==> src/mbi_pkg.sv <==
// mbi_pkg: shared types, constants and saturating fixed-point helpers
// for the escape-time iterator; no dependencies
package mbi_pkg;

   localparam int FRAC_BITS_DEF = 56;
   localparam int COUNT_BITS_DEF = 16;
   localparam int QUEUE_DEPTH = 2;

   localparam logic [1:0] OUTCOME_ESCAPED = 2'd0;
   localparam logic [1:0] OUTCOME_INTERIOR = 2'd1;
   localparam logic [1:0] OUTCOME_CYCLE = 2'd2;
   localparam logic [1:0] OUTCOME_EXHAUSTED = 2'd3;

   localparam logic [0:0] CSR_MAX_ITER = 1'b0;
   localparam logic [0:0] CSR_ESCAPE_RADIUS = 1'b1;

   localparam logic [15:0] MAX_ITER_RESET = 16'd256;
   localparam logic [62:0] RADIUS_RESET = 63'h0400_0000_0000_0000;

   typedef struct packed {
      logic signed [63:0] c_re;
      logic signed [63:0] c_im;
   } req_type;

   typedef struct packed {
      logic [1:0] outcome;
      logic [15:0] steps_taken;
      logic [62:0] magnitude_sq;
   } rsp_type;

   // queue entry between front and back
   typedef struct packed {
      logic interior;
      logic signed [63:0] c_re;
      logic signed [63:0] c_im;
   } job_type;

   typedef enum logic [2:0] {
      FR_IDLE, FR_MUL, FR_WAIT, FR_DECIDE, FR_PUSH
   } front_state_type;

   typedef enum logic [2:0] {
      BK_IDLE, BK_TEST, BK_MUL, BK_WAIT, BK_UPDATE, BK_DONE
   } back_state_type;

   localparam logic signed [63:0] S64_MAX = 64'sh7FFF_FFFF_FFFF_FFFF;
   localparam logic signed [63:0] S64_MIN = 64'sh8000_0000_0000_0000;

   function automatic logic signed [63:0] sat_add(input logic signed [63:0] a,
                                                  input logic signed [63:0] b);
      logic signed [64:0] s;
      s = {a[63], a} + {b[63], b};
      if (s[64] != s[63]) return s[64] ? S64_MIN : S64_MAX;
      return s[63:0];
   endfunction

   function automatic logic signed [63:0] sat_sub(input logic signed [63:0] a,
                                                  input logic signed [63:0] b);
      logic signed [64:0] s;
      s = {a[63], a} - {b[63], b};
      if (s[64] != s[63]) return s[64] ? S64_MIN : S64_MAX;
      return s[63:0];
   endfunction

   // saturating scale by 2^k, same as k saturating doublings
   function automatic logic signed [63:0] sat_shl(input logic signed [63:0] x,
                                                  input int k);
      logic signed [63:0] y;
      y = x <<< k;
      if ((y >>> k) != x) return x[63] ? S64_MIN : S64_MAX;
      return y;
   endfunction

   function automatic logic [63:0] mag64(input logic signed [63:0] x);
      return x[63] ? 64'(-x) : 64'(x);
   endfunction

   function automatic logic [62:0] capped_mag(input logic signed [63:0] x);
      logic [63:0] m;
      m = mag64(x);
      return m[63] ? {63{1'b1}} : m[62:0];
   endfunction

endpackage

==> src/mbi_queue.sv <==
// mbi_queue: small job queue between front and back
// depends on mbi_pkg
module mbi_queue (
   input logic clock,
   input logic reset,
   input logic push,
   input mbi_pkg::job_type push_job,
   output logic full,
   input logic pop,
   output logic empty,
   output mbi_pkg::job_type head
);
   import mbi_pkg::*;

   localparam int PW = $clog2(QUEUE_DEPTH);

   job_type slot_ff [QUEUE_DEPTH];
   logic [PW-1:0] wr_ff, rd_ff;
   logic [PW:0] count_ff;

   assign full = count_ff == (PW+1)'(QUEUE_DEPTH);
   assign empty = count_ff == '0;
   assign head = slot_ff[rd_ff];

   always_ff @(posedge clock) begin
      if (reset) begin
         wr_ff <= '0;
         rd_ff <= '0;
         count_ff <= '0;
      end else begin
         if (push) wr_ff <= wr_ff + 1'b1;
         if (pop) rd_ff <= rd_ff + 1'b1;
         count_ff <= count_ff + (PW+1)'(push) - (PW+1)'(pop);
      end
      if (push) slot_ff[wr_ff] <= push_job;
   end
endmodule

==> config.mk <==
export PLATFORM = sky130hd
export DESIGN_NAME = mbi_queue
export DESIGN_NICKNAME = d
export VERILOG_FILES = /design/src/mbi_pkg.sv /design/src/mbi_queue.sv
export SDC_FILE = /design/constraint.sdc
export NUM_CORES = 1
export LEC_CHECK = 0
export ABC_AREA = 1
export BUFFER_PORTS_ARGS = -buffer_cell sky130_fd_sc_hd__buf_2
export CAP_MARGIN = 20
export CORE_ASPECT_RATIO = 1.1
export CORE_MARGIN = 1
export CORE_UTILIZATION = 35
export DETAILED_ROUTE_END_ITERATION = 10
export PLACE_DENSITY = 0.62
export SETUP_SLACK_MARGIN = 0.05
export SYNTH_ARGS = -nofsm -noshare
export SYNTH_HDL_FRONTEND = slang
export SYNTH_SLANG_ARGS = --single-unit
==> constraint.sdc <==
create_clock -name clock -period 19.6 [get_ports clock]
set_input_delay 2.94 -clock clock [delete_from_list [all_inputs] [get_ports clock]]
set_output_delay 2.94 -clock clock [all_outputs]
set_load 0.01 [all_outputs]
After elaboration in Yosys (flattened, before gate mapping) --
Memory sizes are Yosys's and may differ from the RTL's. A register that Yosys moved wholly into a read port is not among the register bits. Index checks and enable logic that the tools add are counted.
Word-level totals: register bits after elaboration 4, memories kept 1, output and inout port bits 131, word-level logic and storage cells 14, input bits 133, bits in latches 0, ROM bits 0, RAM bits 258
Cells by class: bitwise operators 0, reductions and logical operators 1, divide/modulo/power cells 0, equal/unequal tests 1, shift-type cells 0, add/sub/neg operators 4, multiplexer cells 4, multipliers 0, magnitude comparators 0
Memory list:
- slot_ff | depth 2, bits a word 129, rd ports 1, clocked after memory_dff 1, write ports 1, line mbi_queue.sv:17 | job_type slot_ff [QUEUE_DEPTH];
Operator list (count):
- $mux W1 | 4
- $add A1 B1 Y1 const B | 2
- $add A2 B1 Y2 | 1
- $eq A2 B2 Y1 const B | 1
- $logic_not A2 Y1 | 1
- $sub A2 B1 Y2 | 1

Logic depth before layout (Yosys ltp) --
depth after elaboration 3, mapped depth 9, mapped depth without buffers 9

Worst setup path after synthesis --
Ideal clock, no wire load.
path type input port to flip-flop, start point input push, end point memory slot_ff[0][0] (netlist name), enable pin, path slack 10602 ps, data arrival time 8376 ps, path buffers 0, required time 18978 ps, library setup time 622 ps, stages 2, cell sequence inv_1 > nor2_1
Between the ends: longest elaborated chain between the ends 2
RTL lines:
- start: declaration | line mbi_queue.sv:6 | input logic push,
- $mux W1 | line mbi_queue.sv:35 | if (push) slot_ff[wr_ff] <= push_job;
- $mux W1 (implied by the code) | line mbi_queue.sv:35
- end: declaration | line mbi_queue.sv:17
No other way between the ends.

==> metrics.txt <==
outcome complete, no violations; distinct cell type count of the synthesized netlist 13; max-capacitance violation count 0; worst-case clock skew about 6.1 ps; width of the die between 150 and 200 um; overflow left after global routing 0; Core Region 26960 um^2; Least-Margin Pin Slew around 990 ps; leading cell type in the layout, fill and taps excluded buf_2; count of mapped cells out of synthesis between 400 and 500; Critical Path RT approximately 17000 ps; IO Pins between 200 and 300; setup repair after global routing missed its margin no; share of post-route cells with drive strength above 1 0.6003; Row Count 63; critical path launch point type flop; count of fill cells added during filler insertion 2428; arrival time of the worst setup path 2900 ps; Syn. warnings 0; detailed-route DRC error count 0; number of clock buffers inserted by TritonCTS 26; Post-CTS Repair Setup Buffers 0; antenna violation net count after detailed routing 0; die area roughly 28000 um^2; Worst Hold Launch rd_ff; number of antenna violations at the first check in global routing 3; upper clock frequency limit 171.2 MHz; classification of the worst setup path flop to primary output; post-cts sizing count 0; ratio of routed vias to standard cells 4.453; Max H-tree Level 1; setup slack of the most critical reg-to-reg path ~17000 ps; number of design-rule violations left by the first detailed-router iteration around 200; clk sink count roughly 260; Clk Tree Root Cell clkbuf_16; Routability Congestion roughly 0.72; Routed WL approximately 18000 um; critical path peak fanout about 70; Die H between 150 and 200 um; vias between 4000 and 5000; PortBufs between 200 and 300; largest net degree at the start of global routing 70; post-layout min period around 6000 ps; hold violation total from the final report 0; Initial Util 0.3552; largest voltage drop on the vdd net approximately 0.077 mV; leakage power total roughly 0.0045 uW; hold buffer count at cts 0; FF-to-FF Start wr_ff; average footprint of a synthesized cell 22.17 um^2; class of the most critical hold timing path flop to flop; number of setup violations in the final report 0; sequential fraction of the synthesis area 0.8195; sum of net half-perimeters after detailed placement 11410 um; Seq cells post-synth 263; total iterations of the first detailed-routing run 4; final max-slew violation count 0; clock buffer depth 3; total track usage 0.1242; average routed wire per standard cell 16.40 um; final net count about 850; Netlist Area Pre-Place 9575 um^2; Reg clk slew, reported paths approximately 60 ps; crit end category primary output; most frequent cells in the layout 263 x buf_2, 258 x edfxtp_1, 129 x mux2_2; clk_lat worst skew roughly 520 ps; final cycle utilization of the critical path 0.2981; power density normalized to cell area roughly 110 nW/um^2; global-route wire length before repair between 20000 and 30000 um; layout-stage area growth over the synthesis result 26.26%; minimum hold slack 525.1 ps; via count of the first global-routing pass between 5000 and 6000; CTS tree yes; setup_tns 0 ps; final cell count without fillers 1093; dpl cells between 1000 and 1500; Slew headroom 0.3381; Synth Net Count around 570
==> per-layer routing <==
metal  global-route usage  vias up  share of wire
met5                    0        -              0
met4              0.04527        0          0.025
met3              0.04227       39          0.088
met2               0.2100      191           0.48
met1               0.1468     2361           0.40
li1                     -     2276              -
==> worst paths after layout <==
path,end,depth (start not counted)
min,rd_ff,2
max,head[22],3
min reg2reg,rd_ff,2
max reg2reg,slot_ff[1][28],3
==> final cells by class <==
class                           instances  area, um^2  area share
Sequential cell                       263        7851      0.6494
Timing Repair Buffer                  267        1346      0.1114
Inverter                                8       35.03    0.002898
Clock buffer                           29       683.2     0.05650
Tap cell                              357       446.7     0.03695
Clock inverter                         19       166.4     0.01376
Antenna cell                            3       7.507   0.0006209
Multi-Input combinational cell        147        1554      0.1285
==> cell usage after synthesis, drive strengths merged <==
library cell / number / area (um^2)
inv: 8 / 30.03
nand3: 1 / 5.000
dfxtp: 5 / 100.1
a21oi: 1 / 5.000
ha: 2 / 25.02
nand2: 4 / 15.01
buf: 14 / 151.4
xnor2: 1 / 8.760
nor3: 1 / 5.000
nor2: 8 / 30.03
edfxtp: 258 / 7747
mux2: 129 / 1453
==> flip-flops by register name (all words and copies together) (netlist names), named ones only <==
| register | count |
|---|---|
| slot_ff | 258 |
| wr_ff | 1 |
| count_ff | 2 |
| rd_ff | 1 |
==> worst max-delay path, cell delays in order (launching register included) <==
cell     delay [ps]
dfxtp_4         920
buf_4           830
mux2_2          420
buf_2           140
==> kinds of logic (layout without fill, tap and decap cells) <==
logic type,count (synthesis),count (layout),share of synthesized area
simple gates,14,14,0.005748
mux,129,129,0.1517
other cells,0,3,0
fa+ha+maj,2,2,0.002613
flops,263,263,0.8195
compound gates,1,1,0.0005222
buf+inv,22,323,0.01895
xor+xnor,1,1,0.0009148
==> where the power goes <==
part	total [uW]	switching, uW	internal (uW)
Clock	489	200	289
Combinational	119	61.6	57.6
Sequential	663	11.5	652
Total	1270	273	999
==> stage by stage <==
stage,util,area [um^2],setup slack [ps],total power [uW]
4_1_cts,0.4482,12080,13650,1290
5_1_grt,0.4484,12090,13560,1319
3_5_place_dp,0.4167,11230,14220,797.4
6_report,0.4485,12090,13760,1271
2_1_floorplan,-,9575,10600,747.9
3_3_place_gp,0.4167,11230,14250,794.8
(Power assumes the default switching activity.)
